$ cat src/hdl/ftdr_pkg.sv
// shared types, constants and the per-level duty table of the fan regulator
package ftdr_pkg;

    // number of speed levels; the target table holds one more entry
    localparam int LEVELS     = 10;
    localparam int TGT_DEPTH  = LEVELS + 1;
    localparam int TGT_IDX_W  = $clog2(TGT_DEPTH);

    // field widths
    localparam int DUTY_W     = 12;
    localparam int RPM_W      = 16;
    localparam int ACC_W      = 20;
    localparam int WIN_W      = 16;
    localparam int PPR_W      = 8;
    localparam int TOL_W      = 12;
    localparam int LVL_W      = 4;
    localparam int CFG_IDX_W  = 2;
    localparam int CFG_DATA_W = 16;

    // serial divider: dividend is pulses*60, one quotient bit a cycle
    localparam int DVD_W      = ACC_W + 6;
    localparam int CNT_W      = $clog2(DVD_W);
    localparam int REM_W      = PPR_W + 1;

    // defaults
    localparam logic [PPR_W-1:0]  PPR_DEFAULT  = PPR_W'(15);
    localparam logic [TOL_W-1:0]  TOL_DEFAULT  = TOL_W'(50);
    localparam logic [WIN_W-1:0]  WIN_DEFAULT  = WIN_W'(1000);
    localparam logic [DUTY_W-1:0] DMAX_DEFAULT = DUTY_W'(1000);

    // configuration register indexes
    typedef enum logic [CFG_IDX_W-1:0] {
        CFG_PPR  = 2'd0,
        CFG_TOL  = 2'd1,
        CFG_WIN  = 2'd2,
        CFG_DMAX = 2'd3
    } t_cfg_reg;

    // item function codes
    localparam logic FUNC_TICK  = 1'b0;
    localparam logic FUNC_WRITE = 1'b1;

    typedef enum logic [2:0] {
        S_IDLE,
        S_PREP,
        S_DIV,
        S_SAT,
        S_ERR,
        S_OUT
    } t_state;

    typedef struct packed {
        logic                 func;
        logic [3:0]           fg_pulses;
        logic                 fan_on;
        logic [LVL_W-1:0]     speed_level;
        logic                 test_mode;
        logic [3:0]           entry_index;
        logic [RPM_W-1:0]     entry_rpm;
    } t_in_item;

    typedef struct packed {
        logic [DUTY_W-1:0]    duty;
        logic                 duty_update;
        logic [RPM_W-1:0]     fan_rpm;
        logic                 rpm_ready;
    } t_out_item;

    typedef struct packed {
        logic [CFG_IDX_W-1:0]  index;
        logic [CFG_DATA_W-1:0] data;
    } t_cfg_item;

    // fixed duty per level, last entry serves every higher level
    function automatic logic [DUTY_W-1:0] level_duty(input logic [LVL_W-1:0] lvl);
        logic [DUTY_W-1:0] d;
        case (lvl)
            4'd0:    d = DUTY_W'(700);
            4'd1:    d = DUTY_W'(660);
            4'd2:    d = DUTY_W'(615);
            4'd3:    d = DUTY_W'(510);
            4'd4:    d = DUTY_W'(440);
            4'd5:    d = DUTY_W'(375);
            4'd6:    d = DUTY_W'(315);
            4'd7:    d = DUTY_W'(250);
            4'd8:    d = DUTY_W'(179);
            default: d = DUTY_W'(118);
        endcase
        return d;
    endfunction

endpackage

$ cat src/hdl/ftdr_if.sv
// valid/ready channel interfaces for items, results and configuration writes
interface ftdr_in_if;
    logic               valid;
    logic               ready;
    ftdr_pkg::t_in_item data;
    modport source (output valid, output data, input ready);
    modport sink   (input valid, input data, output ready);
endinterface

interface ftdr_out_if;
    logic                valid;
    logic                ready;
    ftdr_pkg::t_out_item data;
    modport source (output valid, output data, input ready);
    modport sink   (input valid, input data, output ready);
endinterface

interface ftdr_cfg_if;
    logic                valid;
    logic                ready;
    ftdr_pkg::t_cfg_item data;
    modport source (output valid, output data, input ready);
    modport sink   (input valid, input data, output ready);
endinterface

$ cat src/hdl/fan_tach_duty_regulator.sv
// fan speed regulator: tach measurement with serial divider and duty stepping
//
//  channel   dir  payload                                   transfer when
//  i_in      in   func, fg_pulses, fan_on, speed_level,     valid & ready
//                 test_mode, entry_index, entry_rpm
//  o_out     out  duty, duty_update, fan_rpm, rpm_ready     valid & ready
//  i_cfg     in   index, data                               valid & ready
//
// a table write or a tick that closes no window passes from transfer through the
// prep and output states; a tick that closes a window also runs the divider,
// saturation and error states, the bit-serial divider producing one of 26 quotient bits per cycle
// reset is synchronous, active low; the target table clears to zero at once
// the result sits in an output register, so a stalled sink holds only the
// next item's final step; the config port is always ready
module fan_tach_duty_regulator (
    input  logic        i_clk,
    input  logic        i_rst_n,
    ftdr_in_if.sink     i_in,
    ftdr_out_if.source  o_out,
    ftdr_cfg_if.sink    i_cfg
);

    ftdr_pkg::t_state r_state, n_state;

    // configuration
    logic [ftdr_pkg::PPR_W-1:0]  r_ppr;
    logic [ftdr_pkg::TOL_W-1:0]  r_tol;
    logic [ftdr_pkg::WIN_W-1:0]  r_win;
    logic [ftdr_pkg::DUTY_W-1:0] r_dmax;

    // regulator state
    logic [ftdr_pkg::RPM_W-1:0]  r_tgt [ftdr_pkg::TGT_DEPTH];
    logic [ftdr_pkg::ACC_W-1:0]  r_accum;
    logic [ftdr_pkg::WIN_W-1:0]  r_wcount;
    logic [ftdr_pkg::RPM_W-1:0]  r_meas;
    logic [ftdr_pkg::DUTY_W-1:0] r_duty_now;
    logic [ftdr_pkg::DUTY_W-1:0] r_duty_drv;
    logic [ftdr_pkg::LVL_W-1:0]  r_last_lvl;
    logic                        r_last_on;

    // item in flight
    ftdr_pkg::t_in_item          r_in;
    logic [ftdr_pkg::LVL_W-1:0]  r_real;
    logic                        r_close;

    // serial divider
    logic [ftdr_pkg::DVD_W-1:0]  r_dvd;
    logic [ftdr_pkg::REM_W-1:0]  r_rem;
    logic [ftdr_pkg::CNT_W-1:0]  r_cnt;

    // output register
    logic                        r_out_valid;
    ftdr_pkg::t_out_item         r_out;

    // fsm strobes
    logic w_in_ready;
    logic w_out_load;
    logic w_div_last;

    // prep-cycle datapath
    logic [ftdr_pkg::ACC_W:0]    w_sum;
    logic [ftdr_pkg::ACC_W-1:0]  w_acc1;
    logic [ftdr_pkg::WIN_W-1:0]  w_wc1;
    logic [ftdr_pkg::WIN_W-1:0]  w_wlen;
    logic [ftdr_pkg::LVL_W-1:0]  w_lvl;
    logic [ftdr_pkg::LVL_W-1:0]  w_real;
    logic                        w_change;
    logic [ftdr_pkg::DUTY_W-1:0] w_tab_duty;
    logic [ftdr_pkg::DUTY_W-1:0] w_duty1;
    logic [ftdr_pkg::ACC_W-1:0]  w_acc2;
    logic [ftdr_pkg::WIN_W-1:0]  w_wc2;
    logic                        w_close;

    // divider step
    logic [ftdr_pkg::REM_W-1:0]  w_rem_sh;
    logic [ftdr_pkg::REM_W-1:0]  w_ppr_eff;
    logic                        w_qbit;

    // error check
    logic [ftdr_pkg::TGT_IDX_W-1:0] w_tidx;
    logic [ftdr_pkg::RPM_W:0]       w_err;
    logic [ftdr_pkg::RPM_W:0]       w_mag;

    assign i_cfg.ready = 1'b1;
    assign i_in.ready  = w_in_ready;
    assign o_out.valid = r_out_valid;
    assign o_out.data  = r_out;

    // next state
    always_comb begin
        n_state = r_state;
        case (r_state)
            ftdr_pkg::S_IDLE: if (i_in.valid) n_state = ftdr_pkg::S_PREP;
            ftdr_pkg::S_PREP: n_state = w_close ? ftdr_pkg::S_DIV : ftdr_pkg::S_OUT;
            ftdr_pkg::S_DIV:  if (w_div_last) n_state = ftdr_pkg::S_SAT;
            ftdr_pkg::S_SAT:  n_state = ftdr_pkg::S_ERR;
            ftdr_pkg::S_ERR:  n_state = ftdr_pkg::S_OUT;
            ftdr_pkg::S_OUT:  if (w_out_load) n_state = ftdr_pkg::S_IDLE;
            default:          n_state = ftdr_pkg::S_IDLE;
        endcase
    end

    // fsm outputs
    always_comb begin
        w_in_ready = 1'b0;
        w_out_load = 1'b0;
        w_div_last = 1'b0;
        case (r_state)
            ftdr_pkg::S_IDLE: w_in_ready = 1'b1;
            ftdr_pkg::S_DIV:  w_div_last = (r_cnt == ftdr_pkg::CNT_W'(ftdr_pkg::DVD_W - 1));
            ftdr_pkg::S_OUT:  w_out_load = !r_out_valid || o_out.ready;
            default: begin
                w_in_ready = 1'b0;
            end
        endcase
    end

    // tick bookkeeping: pulse sum, window count, level and on tracking
    always_comb begin
        w_sum      = {1'b0, r_accum} + (ftdr_pkg::ACC_W + 1)'(r_in.fg_pulses);
        w_acc1     = w_sum[ftdr_pkg::ACC_W] ? '1 : w_sum[ftdr_pkg::ACC_W-1:0];
        w_wc1      = (r_wcount != '1) ? r_wcount + 1'b1 : r_wcount;
        w_wlen     = (r_win != '0) ? r_win : ftdr_pkg::WIN_W'(1);
        w_lvl      = (r_in.speed_level >= ftdr_pkg::LVL_W'(ftdr_pkg::LEVELS))
                   ? ftdr_pkg::LVL_W'(ftdr_pkg::LEVELS - 1) : r_in.speed_level;
        w_real     = r_in.fan_on ? w_lvl : '0;
        w_change   = (w_real != r_last_lvl) || (r_in.fan_on != r_last_on);
        w_tab_duty = ftdr_pkg::level_duty(w_real);
        if (w_tab_duty > r_dmax) begin
            w_tab_duty = r_dmax;
        end
        w_duty1 = r_duty_now;
        w_acc2  = w_acc1;
        w_wc2   = w_wc1;
        if (!r_in.test_mode) begin
            if (!r_in.fan_on) begin
                w_duty1 = r_dmax;
            end
            if (w_change) begin
                if (r_in.fan_on) begin
                    w_duty1 = w_tab_duty;
                end
                w_acc2 = '0;
                w_wc2  = '0;
            end
        end
        w_close = (r_in.func == ftdr_pkg::FUNC_TICK) && (w_wc2 >= w_wlen);
    end

    // restoring division step on the remainder
    always_comb begin
        w_ppr_eff = (r_ppr != '0) ? {1'b0, r_ppr} : {1'b0, ftdr_pkg::PPR_DEFAULT};
        w_rem_sh  = {r_rem[ftdr_pkg::REM_W-2:0], r_dvd[ftdr_pkg::DVD_W-1]};
        w_qbit    = (w_rem_sh >= w_ppr_eff);
    end

    // rpm error against the target of the next level
    always_comb begin
        w_tidx = ftdr_pkg::TGT_IDX_W'(r_real) + 1'b1;
        w_err  = {1'b0, r_meas} - {1'b0, r_tgt[w_tidx]};
        w_mag  = w_err[ftdr_pkg::RPM_W] ? (~w_err + 1'b1) : w_err;
    end

    // control registers
    always_ff @(posedge i_clk) begin
        if (!i_rst_n) begin
            r_state     <= ftdr_pkg::S_IDLE;
            r_out_valid <= 1'b0;
            r_cnt       <= '0;
        end else begin
            r_state <= n_state;
            if (w_out_load) begin
                r_out_valid <= 1'b1;
            end else if (o_out.ready) begin
                r_out_valid <= 1'b0;
            end
            if (r_state == ftdr_pkg::S_DIV) begin
                r_cnt <= r_cnt + 1'b1;
            end else begin
                r_cnt <= '0;
            end
        end
    end

    // configuration writes
    always_ff @(posedge i_clk) begin
        if (!i_rst_n) begin
            r_ppr  <= ftdr_pkg::PPR_DEFAULT;
            r_tol  <= ftdr_pkg::TOL_DEFAULT;
            r_win  <= ftdr_pkg::WIN_DEFAULT;
            r_dmax <= ftdr_pkg::DMAX_DEFAULT;
        end else if (i_cfg.valid) begin
            case (i_cfg.data.index)
                ftdr_pkg::CFG_PPR:  r_ppr  <= i_cfg.data.data[ftdr_pkg::PPR_W-1:0];
                ftdr_pkg::CFG_TOL:  r_tol  <= i_cfg.data.data[ftdr_pkg::TOL_W-1:0];
                ftdr_pkg::CFG_WIN:  r_win  <= i_cfg.data.data[ftdr_pkg::WIN_W-1:0];
                ftdr_pkg::CFG_DMAX: r_dmax <= i_cfg.data.data[ftdr_pkg::DUTY_W-1:0];
                default:            r_ppr  <= r_ppr;
            endcase
        end
    end

    // regulator state
    always_ff @(posedge i_clk) begin
        if (!i_rst_n) begin
            for (int k = 0; k < ftdr_pkg::TGT_DEPTH; k++) begin
                r_tgt[k] <= '0;
            end
            r_accum    <= '0;
            r_wcount   <= '0;
            r_meas     <= '0;
            r_duty_now <= '0;
            r_duty_drv <= '0;
            r_last_lvl <= '0;
            r_last_on  <= 1'b0;
        end else begin
            case (r_state)
                ftdr_pkg::S_PREP: begin
                    if (r_in.func == ftdr_pkg::FUNC_WRITE) begin
                        if (r_in.entry_index <= 4'(ftdr_pkg::LEVELS)) begin
                            r_tgt[ftdr_pkg::TGT_IDX_W'(r_in.entry_index)] <= r_in.entry_rpm;
                        end
                    end else begin
                        r_duty_now <= w_duty1;
                        r_accum    <= w_close ? '0 : w_acc2;
                        r_wcount   <= w_close ? '0 : w_wc2;
                        if (!r_in.test_mode) begin
                            r_last_lvl <= w_real;
                            r_last_on  <= r_in.fan_on;
                        end
                    end
                end
                ftdr_pkg::S_SAT: begin
                    r_meas <= (r_dvd[ftdr_pkg::DVD_W-1:ftdr_pkg::RPM_W] != '0)
                            ? '1 : r_dvd[ftdr_pkg::RPM_W-1:0];
                end
                ftdr_pkg::S_ERR: begin
                    if (!r_in.test_mode && r_in.fan_on
                            && (w_mag >= (ftdr_pkg::RPM_W + 1)'(r_tol))) begin
                        if (!w_err[ftdr_pkg::RPM_W] && (w_err != '0)) begin
                            if (r_duty_now < r_dmax) begin
                                r_duty_now <= r_duty_now + 1'b1;
                            end
                        end else if (r_duty_now != '0) begin
                            r_duty_now <= r_duty_now - 1'b1;
                        end
                    end
                end
                ftdr_pkg::S_OUT: begin
                    if (w_out_load && (r_in.func == ftdr_pkg::FUNC_TICK)
                            && !r_in.test_mode) begin
                        r_duty_drv <= r_duty_now;
                    end
                end
                default: begin
                    r_meas <= r_meas;
                end
            endcase
        end
    end

    // item capture, divider shift register and result payload
    always_ff @(posedge i_clk) begin
        if (w_in_ready && i_in.valid) begin
            r_in <= i_in.data;
        end
        if (r_state == ftdr_pkg::S_PREP) begin
            r_real  <= w_real;
            r_close <= w_close;
            // pulses*60 as (x << 6) - (x << 2)
            r_dvd   <= {w_acc2, 6'b0} - ftdr_pkg::DVD_W'({w_acc2, 2'b0});
            r_rem   <= '0;
        end else if (r_state == ftdr_pkg::S_DIV) begin
            r_rem <= w_qbit ? (w_rem_sh - w_ppr_eff) : w_rem_sh;
            r_dvd <= {r_dvd[ftdr_pkg::DVD_W-2:0], w_qbit};
        end
        if (w_out_load) begin
            r_out.duty        <= r_duty_now;
            r_out.duty_update <= (r_in.func == ftdr_pkg::FUNC_TICK) && !r_in.test_mode
                                 && (r_duty_now != r_duty_drv);
            r_out.fan_rpm     <= r_meas;
            r_out.rpm_ready   <= r_close && (r_in.func == ftdr_pkg::FUNC_TICK);
        end
    end

    // an accepted item always starts with the bookkeeping cycle
    a_accept_to_prep: assert property (@(posedge i_clk) disable iff (!i_rst_n)
        (i_in.valid && i_in.ready) |=> (r_state == ftdr_pkg::S_PREP))
        else $error("item transfer not followed by prep cycle");

    // the divider never runs past its last quotient bit
    a_div_bound: assert property (@(posedge i_clk) disable iff (!i_rst_n)
        (r_state == ftdr_pkg::S_DIV) |-> (r_cnt < ftdr_pkg::CNT_W'(ftdr_pkg::DVD_W)))
        else $error("divider counter overran");

    // driven duty moves only when a result is loaded
    a_drv_only_out: assert property (@(posedge i_clk) disable iff (!i_rst_n)
        !w_out_load |=> $stable(r_duty_drv))
        else $error("driven duty changed outside result load");

    // a fresh result only comes from the output state
    a_out_from_state: assert property (@(posedge i_clk) disable iff (!i_rst_n)
        $rose(r_out_valid) |-> $past(r_state == ftdr_pkg::S_OUT))
        else $error("result appeared outside output state");

endmodule

$ cat src/flat_wrapper.sv
// flat-port wrapper written by rule: the top's interface ports become plain ports
module fan_tach_duty_regulator_flat 
  (i_clk, i_rst_n, i_in_valid, i_in_data, i_in_ready, o_out_valid, o_out_data, o_out_ready, i_cfg_valid, i_cfg_data, i_cfg_ready);
  ftdr_in_if i_in_i ();
  ftdr_out_if o_out_i ();
  ftdr_cfg_if i_cfg_i ();
  input  logic i_clk;
  input  logic i_rst_n;
  input wire logic [$bits(i_in_i.valid)-1:0] i_in_valid;
  input wire logic [$bits(i_in_i.data)-1:0] i_in_data;
  output wire logic [$bits(i_in_i.ready)-1:0] i_in_ready;
  output wire logic [$bits(o_out_i.valid)-1:0] o_out_valid;
  output wire logic [$bits(o_out_i.data)-1:0] o_out_data;
  input wire logic [$bits(o_out_i.ready)-1:0] o_out_ready;
  input wire logic [$bits(i_cfg_i.valid)-1:0] i_cfg_valid;
  input wire logic [$bits(i_cfg_i.data)-1:0] i_cfg_data;
  output wire logic [$bits(i_cfg_i.ready)-1:0] i_cfg_ready;
  assign i_in_i.valid = i_in_valid;
  assign i_in_i.data = i_in_data;
  assign i_in_ready = i_in_i.ready;
  assign o_out_valid = o_out_i.valid;
  assign o_out_data = o_out_i.data;
  assign o_out_i.ready = o_out_ready;
  assign i_cfg_i.valid = i_cfg_valid;
  assign i_cfg_i.data = i_cfg_data;
  assign i_cfg_ready = i_cfg_i.ready;
  fan_tach_duty_regulator u_core (.i_clk(i_clk), .i_rst_n(i_rst_n), .i_in(i_in_i), .o_out(o_out_i), .i_cfg(i_cfg_i));
endmodule
$ cat config.mk
export PLATFORM = sky130hd
export DESIGN_NAME = fan_tach_duty_regulator_flat
export DESIGN_NICKNAME = d
export VERILOG_FILES = /design/src/hdl/ftdr_pkg.sv /design/src/hdl/ftdr_if.sv /design/src/hdl/fan_tach_duty_regulator.sv /design/src/flat_wrapper.sv
export SDC_FILE = /design/constraint.sdc
export NUM_CORES = 1
export LEC_CHECK = 0
export BUFFER_PORTS_ARGS = -buffer_cell sky130_fd_sc_hd__buf_4
export CAP_MARGIN = 20
export CORE_MARGIN = 4
export CORE_UTILIZATION = 24
export CTS_CLUSTER_DIAMETER = 100
export DETAILED_ROUTE_END_ITERATION = 8
export PLACE_DENSITY_LB_ADDON = 0.2
export SYNTH_ARGS = -nofsm -noshare
export SYNTH_HDL_FRONTEND = slang
export SYNTH_SLANG_ARGS = --single-unit
$ cat constraint.sdc
create_clock -name i_clk -period 9.45 [get_ports i_clk]
set_clock_uncertainty 0.2 [all_clocks]
set_input_delay 1.89 -clock i_clk [delete_from_list [all_inputs] [get_ports i_clk]]
set_output_delay 1.89 -clock i_clk [all_outputs]
set_load 0.02 [all_outputs]
==> results of run 1 <==
-- Yosys cell counts (32+ instances only) --
| library cell | instances | share of area [%] |
|---|---|---|
| edfxtp_1 | 332 | 40 |
| o21ai_0 | 109 | 2.2 |
| nand3_1 | 47 | 0.94 |
| xnor2_1 | 56 | 2.0 |
| xor2_1 | 42 | 1.5 |
| nor2_1 | 236 | 3.5 |
| a21oi_1 | 104 | 2.1 |
| inv_1 | 124 | 1.9 |
| nand2_1 | 241 | 3.6 |
| dfxtp_1 | 162 | 13 |
| ha_1 | 114 | 5.7 |
| clkbuf_1 | 103 | 1.5 |
| mux4_2 | 80 | 7.2 |
| nor2b_1 | 32 | 0.80 |
-- per-layer routing --
layer | wire [um] | global-route usage [%]
met1 | 33540 | 17.61
met2 | 33270 | 20.43
met3 | 3495 | 2.277
met4 | 1305 | 3.099
met5 | 0 | 0
-- critical path, stage by stage, from the launching register on --
cell and delay (ps):
edfxtp_1 360, buf_4 520, buf_4 730, mux4_2 600
mux4_2 480, ha_1 210, inv_1 70, fa_1 280
a21oi_1 90, o2111ai_1 330, xor2_1 170, a2111oi_2 330
nand3b_1 120, or4b_4 550, o21ai_1 560, ha_1 380
a211o_1 310, a21oi_1 190, o21ai_0 180, a211oi_1 420
o21bai_1 120, a21oi_1 180, xnor2_1 150, xnor2_1 170
o21ai_0 100, a31oi_1 190, o21ai_1 80
-- worst paths after layout --
check        depth (start not counted)  slack [ps]                                 end
min                                  2         270      u_core.r_accum[0]$_SDFFE_PN0P_
max reg2reg                         26        1250  u_core.r_duty_now[11]$_SDFFE_PN0P_
min reg2reg                          2         270      u_core.r_accum[0]$_SDFFE_PN0P_
max                                 26        1250  u_core.r_duty_now[11]$_SDFFE_PN0P_
-- flip-flops by register name (all words and copies together) (netlist names) --
signal,cells
u_core.o_out.valid,1
u_core.r_in,31
u_core.r_duty_now,12
u_core.r_last_on,1
u_core.r_real,4
u_core.r_dmax,12
u_core.r_tol,12
u_core.r_last_lvl,4
u_core.r_duty_drv,12
u_core.r_state,3
u_core.r_rem,8
u_core.r_dvd,26
u_core.o_out.data,30
u_core.r_win,16
u_core.r_cnt,5
u_core.r_close,1
u_core.r_accum,20
u_core.r_wcount,16
u_core.r_ppr,8
u_core.r_tgt,256
u_core.r_meas,16
-- stage by stage --
stage / util [%] / setup WS [ps] / area, um^2 / hold slack, ps / instances
global route: 28.52 / 530.8 / 29560 / 283.4 / 3822
global placement: 26.60 / 1145 / 27570 / 249.3 / 3705
detailed placement: 26.64 / 1004 / 27610 / 256.0 / 3707
CTS: 28.41 / 986.6 / 29440 / 269.7 / 3816
floorplan: - / 1444 / 25410 / 229.1 / 2332
finish: 28.52 / 1245 / 29560 / 269.1 / 3822
-- cell type report --
cell class | count | area, um^2
multi-input combinational | 1592 | 11290
clock buffer | 83 | 1608
inverter | 125 | 469.2
timing repair buffer | 122 | 1031
tap | 1380 | 1727
clock inverter | 26 | 221.5
sequential | 494 | 13210
fill | 10742 | 74080
-- cells by family (layout without fill, tap and decap cells) --
family	Yosys count	after routing	share of synthesized area, %
AOI/OAI and AO/OA	465	465	12.81
xor gates and xnor gates	98	98	3.417
adders and majority gates	118	118	5.998
buffers and inverters	246	356	3.791
DFF	494	494	52.61
muxes	107	107	8.264
other	2	81	0.02990
and+or+nand+nor	723	723	13.09
-- layout by cell type, fill, tap and decap left out, drive strengths merged, types with 17 or more instances in the layout --
| cell | count |
|---|---|
| dfxtp | 162 |
| nor2b | 32 |
| and2 | 28 |
| a31oi | 19 |
| clkbuf | 83 |
| o21ai | 113 |
| o221a | 18 |
| mux2i | 24 |
| xor2 | 42 |
| a21boi | 30 |
| nand4 | 17 |
| and3 | 19 |
| xnor2 | 56 |
| ha | 114 |
| nand3 | 47 |
| mux4 | 80 |
| conb | 81 |
| edfxtp | 332 |
| a21o | 24 |
| nand2 | 241 |
| nor2 | 236 |
| clkinv | 22 |
| o211ai | 23 |
| nor3 | 29 |
| a21oi | 104 |
| buf | 122 |
| inv | 125 |
-- power groups by stage --
stage                     Clock (mW)  Sequential (mW)  Combinational, mW
after floorplan                    0             2.61               1.57
after global placement             0             2.65               2.16
after detailed placement           0             2.65               2.19
after CTS                       2.24             2.61               2.20
after global routing            2.32             2.63               2.44
final                           2.16             2.61               2.19
==> flow_summary.rst, run 1 <==
.. list-table::
   :header-rows: 1

   * - Metric
     - Value
   * - Unique masters post-synth
     - 82
   * - Chip Width
     - 331.5 um
   * - Data arrival time at the worst-slack endpoint
     - around 8500 ps
   * - Layout Area Growth over Synthesis
     - 17.70%
   * - Async set-reset flop share out of synthesis
     - 0%
   * - Post-Syn Area
     - roughly 0.025 mm^2
   * - Initial detailed-routing violation count
     - 1214
   * - Final global-route overflow total
     - 0
   * - I/O pins
     - between 80 and 90
   * - Endpoint type of the worst setup path
     - flip-flop
   * - Most used flip-flop cell after synthesis
     - edfxtp_1
   * - Post-cts gate resize count
     - 0
   * - Buffer count from post-CTS setup fixing
     - 0
   * - Hold violation count in the final report
     - 0
   * - Remaining antenna violation count
     - 0
   * - Insertion delay of the later-clocked pin in the worst-skew pair
     - 650 ps
   * - F_max
     - 0.1219 GHz
   * - Cell-internal power
     - about 4.6 mW
   * - Max rail drop VDD
     - 0.1381 mV
   * - Final setup violation count
     - 0
   * - Core area
     - 0.1036 mm^2
   * - CTS clk-pin slew, worst paths
     - around 60 ps
   * - Unrepaired setup endpoints after global routing
     - false
   * - Hold path startpoint
     - u_core.r_accum[0]$_SDFFE_PN0P_
   * - Sequential-to-total area share from yosys stat
     - a little over half
   * - Sum of net half-perimeters after detailed placement
     - between 40000 and 50000 um
   * - Final Wtd Congestion
     - approximately 0.83
   * - Slew Viols, Final
     - 0
   * - Total leakage power
     - roughly 11 nW
   * - TritonCTS clock tree
     - yes
   * - Clock network fraction of design power
     - between 30% and 40%
   * - FF-to-FF Start
     - u_core.r_real[0]$_DFFE_PP_
   * - Relative slew margins
     - between 30% and 40%
   * - Number of enable flip-flop cells after synthesis
     - 332
   * - Count of antenna diodes in the layout
     - 0
   * - Outcome
     - finished, final reports clean
   * - Remaining design rule violation count
     - 0
   * - Die Area
     - 0.1099 mm^2
   * - Clock root cell
     - clkbuf_16
   * - Sw frac
     - ~33%
   * - Total of flip-flops plus latches after synthesis
     - approximately 490
   * - Worst setup path startpoint
     - u_core.r_real[0]$_DFFE_PP_
   * - Pin count of the biggest net entering global routing
     - 90
   * - Final period util
     - between 80 and 90%
   * - Number of nets at the end of the flow
     - about 2600
   * - NetSw
     - roughly 2.3 mW
   * - Initial antenna violation count
     - 1
   * - Design Power
     - 6.960 mW
   * - Maximum level of the CTS H-tree
     - 2
   * - Synthesized area divided by synthesized cell count
     - ~11 um^2
   * - Number of buffers created by CTS
     - between 50 and 60
   * - Highest net fanout along the worst path
     - 37
   * - Max-cap check violation count
     - 0
   * - Avg Vias per Cell
     - ~4.6
   * - Sequential cell fraction of total power
     - 37.5%
   * - Routed length per placed instance
     - roughly 19 um
   * - Number of buffers inserted for hold repair after clock tree synthesis
     - 0
   * - Total Neg Setup Slack
     - 0 ps
   * - Kind of launch point of the worst setup path
     - flip-flop
   * - Number of clock sinks seen by CTS
     - between 400 and 500
   * - Number of synthesis warnings
     - 0
   * - 1st-pass router iterations
     - 5
   * - Cells after synthesis
     - ~2300
   * - Post-route minimum period
     - slightly above 8000 ps
   * - Detailed-route via count
     - approximately 18000
   * - Number of global-route vias before repair
     - roughly 18000
   * - Hold crit path type
     - reg -> reg
   * - Count of standard-cell rows
     - approximately 120
   * - Kind of critical path
     - reg -> reg
   * - Maximum clock path buffer count
     - 3
   * - Initial Utilization
     - around 24%
   * - Global router's overall resource usage
     - between 10% and 20%
   * - Height of the die
     - approximately 330 um
   * - Data required time of the critical path
     - ~9800 ps
   * - Fraction of power consumed by combinational cells
     - between 30% and 40%
   * - Global-route wire length before repair
     - about 110000 um
   * - Wirelength, routed
     - approximately 72000 um
   * - Fraction of final layout cells sized beyond drive strength 1
     - around 14%
   * - Least-Margin Pin Slew
     - 1046 ps
   * - Power Dens Cells
     - between 200 and 250 mW/mm^2
   * - Port-buffer cells
     - 85
(Power assumes the default switching activity.)
==> run 2: changes to the inputs <==
==> constraint.sdc (replaced) <==
create_clock -name i_clk -period 6.7 [get_ports i_clk]
set_clock_uncertainty 0.2 [all_clocks]
set_input_delay 1.34 -clock i_clk [delete_from_list [all_inputs] [get_ports i_clk]]
set_output_delay 1.34 -clock i_clk [all_outputs]
set_load 0.02 [all_outputs]
==> run 2 against run 1 <==
Combinational power is 71% higher; via count up 2.1%; register-to-register slack lost 1000 ps; first-iteration DRC count decreased by 19%; die area unchanged; clock power up 56%; worst setup slack lost 1000 ps; fmax is 27% higher; count of clock-buffer cells in the layout shrank 2; worst hold slack better by 0.88 ps; critical endpoint unchanged; largest power group is now combinational logic.
==> flow_summary.rst, run 2 (synthesis gave the netlist of run 1 again) <==
.. list-table::
   :header-rows: 1

   * - Metric
     - Value
   * - Initial Utilization
     - 24.23%
   * - Chip Width
     - between 300 and 400 um
   * - Worst setup timing slack at the placement stage
     - -28.60 ps
   * - Cell count of the worst reg-to-reg path
     - 27
   * - Routed length per placed instance
     - between 15 and 20 um
   * - Final global-route overflow total
     - 0
   * - Endpoint type of the worst setup path
     - flip-flop
   * - Max rail drop VDD
     - just over 0.2 mV
   * - Data required time of the critical path
     - between 7000 and 8000 ps
   * - Core area
     - between 0.1 and 0.15 mm^2
   * - Number of buffers created by CTS
     - a little over 60
   * - Data arrival time at the worst-slack endpoint
     - between 6000 and 7000 ps
   * - Post-layout utilization of the core
     - around 30%
   * - Post-route minimum period
     - 6465 ps
   * - Die Area
     - roughly 0.11 mm^2
   * - Unrepaired setup endpoints after global routing
     - true
   * - Global router's overall resource usage
     - between 10% and 20%
   * - CTS clk-pin slew, worst paths
     - approximately 60 ps
   * - Final setup violation count
     - 0
   * - Height of the die
     - about 330 um
   * - WHS Endpoint
     - u_core.r_accum[0]$_SDFFE_PN0P_
   * - Highest net fanout along the worst path
     - 9
   * - Outcome
     - finished, final reports clean
   * - Kind of critical path
     - reg -> reg
   * - Hold path startpoint
     - u_core.r_accum[0]$_SDFFE_PN0P_
   * - Fraction of final layout cells sized beyond drive strength 1
     - between 10% and 20%
   * - Number of buffers inserted for hold repair after clock tree synthesis
     - 0
   * - Final period util
     - a little over nine tenths
   * - Total leakage power
     - roughly 12 nW
   * - Highest metal layer with signal wires
     - met4
   * - Placement-stage cell area
     - 0.02826 mm^2
   * - FF-to-FF Start
     - u_core.r_real[0]$_DFFE_PP_
   * - Initial detailed-routing violation count
     - 989
   * - Initial antenna violation count
     - 1
   * - Sum of net half-perimeters after detailed placement
     - 51650 um
   * - Insertion delay of the later-clocked pin in the worst-skew pair
     - roughly 650 ps
   * - Commonest cells after routing, fill and taps aside
     - edfxtp_1 (332), nand2_1 (241), nor2_1 (231), buf_4 (193), dfxtp_1 (162)
   * - Clock root cell
     - clkbuf_16
   * - Pin count of the biggest net entering global routing
     - 55
   * - Count of antenna diodes in the layout
     - 0
   * - Worst reg2reg endpoint
     - u_core.r_duty_now[11]$_SDFFE_PN0P_
   * - Relative slew margins
     - approximately 30%
   * - Layout Area Growth over Synthesis
     - 23.66%
   * - Number of global-route vias before repair
     - around 18000
   * - Number of standard cells in the layout, taps in and fillers out
     - approximately 3900
   * - Max-cap check violation count
     - 0
   * - Kind of launch point of the worst setup path
     - flip-flop
   * - Number of nets at the end of the flow
     - approximately 2700
   * - Routed met3 length
     - between 2000 and 3000 um
   * - Remaining antenna violation count
     - 0
   * - Slew Viols, Final
     - 0
   * - Commonest non-fill, non-tap cell in the layout
     - edfxtp_1
   * - Avg Vias per Cell
     - between 4 and 5
   * - Slack of the critical path
     - ~240 ps
   * - Cell depth of the worst hold path
     - 2
   * - Number of clock sinks seen by CTS
     - roughly 500
   * - I/O pins
     - just under 90
   * - Maximum clock path buffer count
     - 3
   * - F_max
     - 0.1547 GHz
   * - Register-to-Register Setup Slack
     - approximately 240 ps
   * - Port-buffer cells
     - 85
   * - Post-placement cell count
     - ~3800
   * - Met2 layer wire length in the routed design
     - about 36000 um
   * - Power Dens Cells
     - between 300 and 400 mW/mm^2
   * - Largest register FFs
     - roughly 260
   * - Maximum level of the CTS H-tree
     - 2
   * - Global-route wire length before repair
     - approximately 110000 um
   * - Hold crit path type
     - reg -> reg
   * - 1st-pass router iterations
     - 5
   * - TritonCTS clock tree
     - yes
   * - Detailed-route via count
     - approximately 18000
   * - Wirelength, routed
     - between 70000 and 80000 um
   * - Final cell area excluding filler cells
     - between 0.03 and 0.04 mm^2
   * - Remaining design rule violation count
     - 0
   * - Count of standard-cell rows
     - between 100 and 150
   * - Hold violation count in the final report
     - 0
   * - Final Wtd Congestion
     - around 0.82
   * - Least-Margin Pin Slew
     - around 1000 ps
   * - Metal1 wirelength
     - 33590 um
   * - Biggest register
     - u_core.r_tgt
==> run 2: cell count changes in the layout (fill, tap and decap cells not counted), sizes merged <==
cell	previous run	this run
buf	122	213
inv	125	126
bufinv	2	7
clkbuf	83	86
clkinv	22	24
==> run 2: critical path, stage by stage (launching register included) <==
cell	delay, ps
edfxtp_1	410
buf_6	180
clkbuf_16	180
clkbuf_16	180
mux4_2	500
mux4_2	500
inv_1	110
ha_4	220
a2111o_1	380
o21ai_1	220
a21oi_1	140
buf_4	150
o211ai_1	310
o2111ai_1	180
buf_4	190
o21ai_4	230
ha_4	240
a211o_1	300
a21oi_2	150
o21ai_1	120
a211oi_2	280
o21bai_1	90
a21oi_1	160
xnor2_1	160
xnor2_1	160
o21ai_0	100
a31oi_1	200
o21ai_1	80
==> run 2: through the flow <==
stage / hold slack (ps) / total power, mW / setup TNS (ps)
final: 270.0 / 10.80 / 0
after global placement: 249.2 / 7.062 / 0
after detailed placement: 262.4 / 7.093 / -114.7
after floorplan: 229.1 / 5.917 / 0
after CTS: 275.7 / 10.62 / 0
after global routing: 304.0 / 11.40 / -97.43
==> run 2: worst max path at each step <==
| stage | start | to | slack [ps] | cells after the start |
|---|---|---|---|---|
| after CTS | u_core.r_real[0]$_DFFE_PP_ | u_core.r_duty_now[10]$_SDFFE_PN0P_ | 3 | 27 |
| after global routing | u_core.r_real[0]$_DFFE_PP_ | u_core.r_duty_now[10]$_SDFFE_PN0P_ | -50 | 26 |
| after floorplan | u_core.r_real[0]$_DFFE_PP_ | u_core.r_duty_now[10]$_SDFFE_PN0P_ | 10 | 27 |
| final | u_core.r_real[0]$_DFFE_PP_ | u_core.r_duty_now[11]$_SDFFE_PN0P_ | 240 | 27 |
| after global placement | u_core.r_real[0]$_DFFE_PP_ | u_core.r_duty_now[11]$_SDFFE_PN0P_ | 1 | 29 |
| after detailed placement | u_core.r_real[0]$_DFFE_PP_ | u_core.r_duty_now[0]$_SDFFE_PN0P_ | -30 | 25 |
==> run 2: power breakdown <==
group / switching [mW] / internal, mW / total, mW / leakage [nW]
Combinational: 2.01 / 1.74 / 3.75 / 6.12
Sequential: 0.155 / 3.52 / 3.68 / 4.66
Clock: 1.34 / 2.03 / 3.38 / 1.02
==> run 2: layout make-up <==
cell class              count  area (um^2)
fillers                 10673        72580
flip-flops and latches    494        13210
multi-input cells        1592        11600
repair buffers            218         1984
well taps                1380         1727
clock buffers              81         1683
inverters                 125        469.2
clock inverters            34        386.6
==> run 2: routing by layer <==
layer	GRT usage, %	vias up
met5	0	-
li1	-	8637
met3	1.822	100
met2	22.55	333
met4	3.581	0
met1	16.97	8926
==> run 2: repair_timing <==
item                       4_1_cts  5_1_grt
pin swaps                        2       26
cloned                           2        5
resized for setup               11       62
setup endpoints to repair       12       12
buffers inserted                 0       20
==> run 3: changes to the inputs <==
--- a/config.mk
+++ b/config.mk
@@ -5,6 +5,7 @@
 export SDC_FILE = /design/constraint.sdc
 export NUM_CORES = 1
 export LEC_CHECK = 0
+export ABC_AREA = 1
 export BUFFER_PORTS_ARGS = -buffer_cell sky130_fd_sc_hd__buf_4
 export CAP_MARGIN = 20
 export CORE_MARGIN = 4
@@ -12,6 +13,7 @@
 export CTS_CLUSTER_DIAMETER = 100
 export DETAILED_ROUTE_END_ITERATION = 8
 export PLACE_DENSITY_LB_ADDON = 0.2
+export SLEW_MARGIN = 0
 export SYNTH_ARGS = -nofsm -noshare
 export SYNTH_HDL_FRONTEND = slang
 export SYNTH_SLANG_ARGS = --single-unit
==> run 3 against run 2 <==
Core utilization fell by 1.3 points; worst setup slack improved by 320 ps; register-to-register slack improved by 320 ps; die area rose by 4.0%; cell count rose by 18%; area after synthesis rose by 4.1%; clock power fell by 5.9%; count of clock-buffer cells in the layout fell by 11; flip-flop and latch count did not move; fmax rose by 5.1%; synthesized cell count rose by 34%.
==> flow_summary.rst, run 3 <==
.. list-table::
   :header-rows: 1

   * - Metric
     - Value
   * - Unique masters post-synth
     - 60
   * - Count of antenna diodes in the layout
     - 0
   * - Share of the synthesized area in the top cell type
     - between 30% and 40%
   * - Count of standard-cell rows
     - 120
   * - TritonCTS clock tree
     - yes
   * - Pin count of the biggest net entering global routing
     - 86
   * - Clock root cell
     - clkbuf_16
   * - Initial Utilization
     - about a quarter
   * - Top cell types by occurrence after synthesis
     - nor2_1 (514), nand2_1 (506), edfxtp_1 (332)
   * - Routed length per placed instance
     - about 17 um
   * - Number of nets at the end of the flow
     - approximately 3400
   * - Data arrival time at the worst-slack endpoint
     - approximately 6400 ps
   * - Total of flip-flops plus latches after synthesis
     - 494
   * - Hold violation count in the final report
     - 0
   * - Hold slack final
     - about 260 ps
   * - Max-cap check violation count
     - 0
   * - Maximum level of the CTS H-tree
     - 2
   * - Remaining design rule violation count
     - 0
   * - Number of buffers created by CTS
     - slightly below 60
   * - Data required time of the critical path
     - between 6000 and 7000 ps
   * - Detailed-route via count
     - about 21000
   * - Wirelength, routed
     - between 80000 and 90000 um
   * - Cell count of the worst reg-to-reg path
     - 33
   * - Design Power
     - between 8 and 9 mW
   * - Number of synthesis warnings
     - 0
   * - Final period util
     - 91.77%
   * - Total leakage power
     - ~13 nW
   * - Initial antenna violation count
     - 0
   * - Number of enable flip-flop cells after synthesis
     - between 300 and 400
   * - CTS clk-pin slew, worst paths
     - roughly 60 ps
   * - Post-Syn Area
     - approximately 0.026 mm^2
   * - Post-layout utilization of the core
     - between 20% and 30%
   * - Cell at the slowest stage of the critical path
     - edfxtp_1
   * - 1st-pass router iterations
     - 6
   * - Number of clock sinks seen by CTS
     - approximately 490
   * - Kind of critical path
     - reg -> reg
   * - Cells taking the most area after synthesis
     - edfxtp_1 (38%), dfxtp_1 (12%), nor2_1 (7.4%)
   * - Sum of net half-perimeters after detailed placement
     - between 50000 and 60000 um
   * - Final cell area excluding filler cells
     - between 0.03 and 0.04 mm^2
   * - Final setup violation count
     - 0
   * - Largest register FFs
     - 256
   * - Power Dens Cells
     - 275.0 mW/mm^2
   * - Highest net fanout along the worst path
     - 46
   * - Number of global-route vias before repair
     - between 20000 and 25000
   * - Relative slew margins
     - about 28%
   * - Biggest register
     - u_core.r_tgt
   * - Cell depth of the worst hold path
     - 2
   * - Remaining antenna violation count
     - 0
   * - Cells after synthesis
     - ~3000
   * - Post-route minimum period
     - slightly above 6000 ps
   * - Commonest cells after routing, fill and taps aside
     - nor2_1 (512), nand2_1 (506), edfxtp_1 (332), inv_1 (324), o21ai_0 (216)
   * - Final Wtd Congestion
     - 0.8462
   * - Synthesized area divided by synthesized cell count
     - ~8.6 um^2
   * - Endpoint type of the worst setup path
     - flip-flop
   * - Least-Margin Pin Slew
     - 1071 ps
   * - Core area
     - roughly 0.11 mm^2
   * - Most frequently used cell type in the post-synthesis netlist
     - nor2_1
   * - Outcome
     - finished, final reports clean
   * - Final global-route overflow total
     - 0
   * - Hold crit path type
     - reg -> reg
   * - Initial detailed-routing violation count
     - 1270
   * - F_max
     - between 0.15 and 0.2 GHz
   * - Number of standard cells in the layout, taps in and fillers out
     - between 4000 and 5000
   * - Post-placement cell count
     - around 4500
   * - Fraction of final layout cells sized beyond drive strength 1
     - 9.682%
   * - Chip Width
     - ~340 um
   * - Slew Viols, Final
     - 0
   * - Placement-stage cell area
     - slightly below 0.03 mm^2
   * - Async set-reset flop share out of synthesis
     - 0%
   * - Global-route wire length before repair
     - ~120000 um
   * - Die Area
     - 0.1142 mm^2
   * - Layout Area Growth over Synthesis
     - 18.05%
   * - Insertion delay of the later-clocked pin in the worst-skew pair
     - approximately 660 ps
   * - Commonest non-fill, non-tap cell in the layout
     - nor2_1
   * - Port-buffer cells
     - 85
   * - I/O pins
     - 87
   * - Maximum clock path buffer count
     - 3
   * - CP max stage delay
     - between 400 and 500 ps
   * - Global router's overall resource usage
     - approximately 14%
   * - Height of the die
     - approximately 340 um
   * - Avg Vias per Cell
     - approximately 4.5
   * - Sequential-to-total area share from yosys stat
     - between 50 and 60%
   * - Cell accounting for the most synthesized area
     - edfxtp_1
   * - Kind of launch point of the worst setup path
     - flip-flop
   * - Max rail drop VDD
     - 0.2284 mV
   * - Most used flip-flop cell after synthesis
     - edfxtp_1
-- run 3: changes by cell type after synthesis, sizes merged, moves of 87 or more --
cell   previous run  this run
nand2           241       525
inv             124       335
nor2            236       529
a21oi           104       191
o21ai           113       224
nand3            47       134
-- run 3: logic make-up (layout without fill, tap and decap cells) --
logic type	Yosys count	after routing	share of synthesized area, %
compound gates	596	596	13.59
xor+xnor	58	58	1.944
other cells	2	81	0.02873
mux	17	17	0.6510
buf+inv	456	592	6.707
simple gates	1287	1287	20.77
fa+ha+maj	118	118	5.764
flops	494	494	50.55
-- run 3: worst max-delay path: cells and delay by family, from the launching register on --
family                     cells  cell delay (ps)
xor gates and xnor gates       1              170
AOI/OAI and AO/OA              8             1530
and+or+nand+nor               16             1480
adders and majority gates      3              930
buffers and inverters          5             1170
DFF                            1              470
-- run 3: path summary, 6_finish.rpt --
| check | slack (ps) | end | from |
|---|---|---|---|
| worst max-delay path | 550 | u_core.r_duty_now[3]$_SDFFE_PN0P_ | u_core.r_real[0]$_DFFE_PP_ |
| worst min-delay path | 260 | u_core.r_duty_drv[2]$_SDFFE_PN0P_ | u_core.r_duty_drv[2]$_SDFFE_PN0P_ |
| worst max register to register | 550 | u_core.r_duty_now[3]$_SDFFE_PN0P_ | u_core.r_real[0]$_DFFE_PP_ |
| worst min register to register | 260 | u_core.r_duty_drv[2]$_SDFFE_PN0P_ | u_core.r_duty_drv[2]$_SDFFE_PN0P_ |
-- run 3: cell type report --
class,instances,area (um^2)
Clock buffer,70,1526
Clock inverter,39,372.9
Fill cell,11433,76800
Inverter,338,1272
Multi-Input combinational cell,2157,11530
Sequential cell,494,13210
Tap cell,1403,1755
Timing Repair Buffer,145,1182
-- run 3: routing by layer --
metal	global-route usage [%]	share of wire (%)	vias up
met2	24.33	49	415
met4	3.565	2.4	0
li1	-	-	10560
met5	0	0	-
met3	1.807	3.8	95
met1	17.93	45	9968
-- run 3: stage by stage --
| step | TNS (ps) | worst slack, ps |
|---|---|---|
| 2_1_floorplan | 0 | 1449 |
| 3_3_place_gp | 0 | 103.1 |
| 3_5_place_dp | 0 | 32.89 |
| 4_1_cts | 0 | 283.9 |
| 5_1_grt | -18.51 | -13.70 |
| 6_report | 0 | 551.3 |
-- run 3: power by group --
part / internal [mW] / switching [mW]
sequential: 3.41 / 0.0884
clock: 1.82 / 1.35
combinational: 0.606 / 1.20
total: 5.84 / 2.65
-- run 3: repair_timing --
item                                   CTS  global route
resized for setup                        1             1
setup buffers                            0             2
setup endpoints to repair               10            12
endpoints found under the hold margin    0             0
hold buffers                             0             0
pin swaps                                0             1
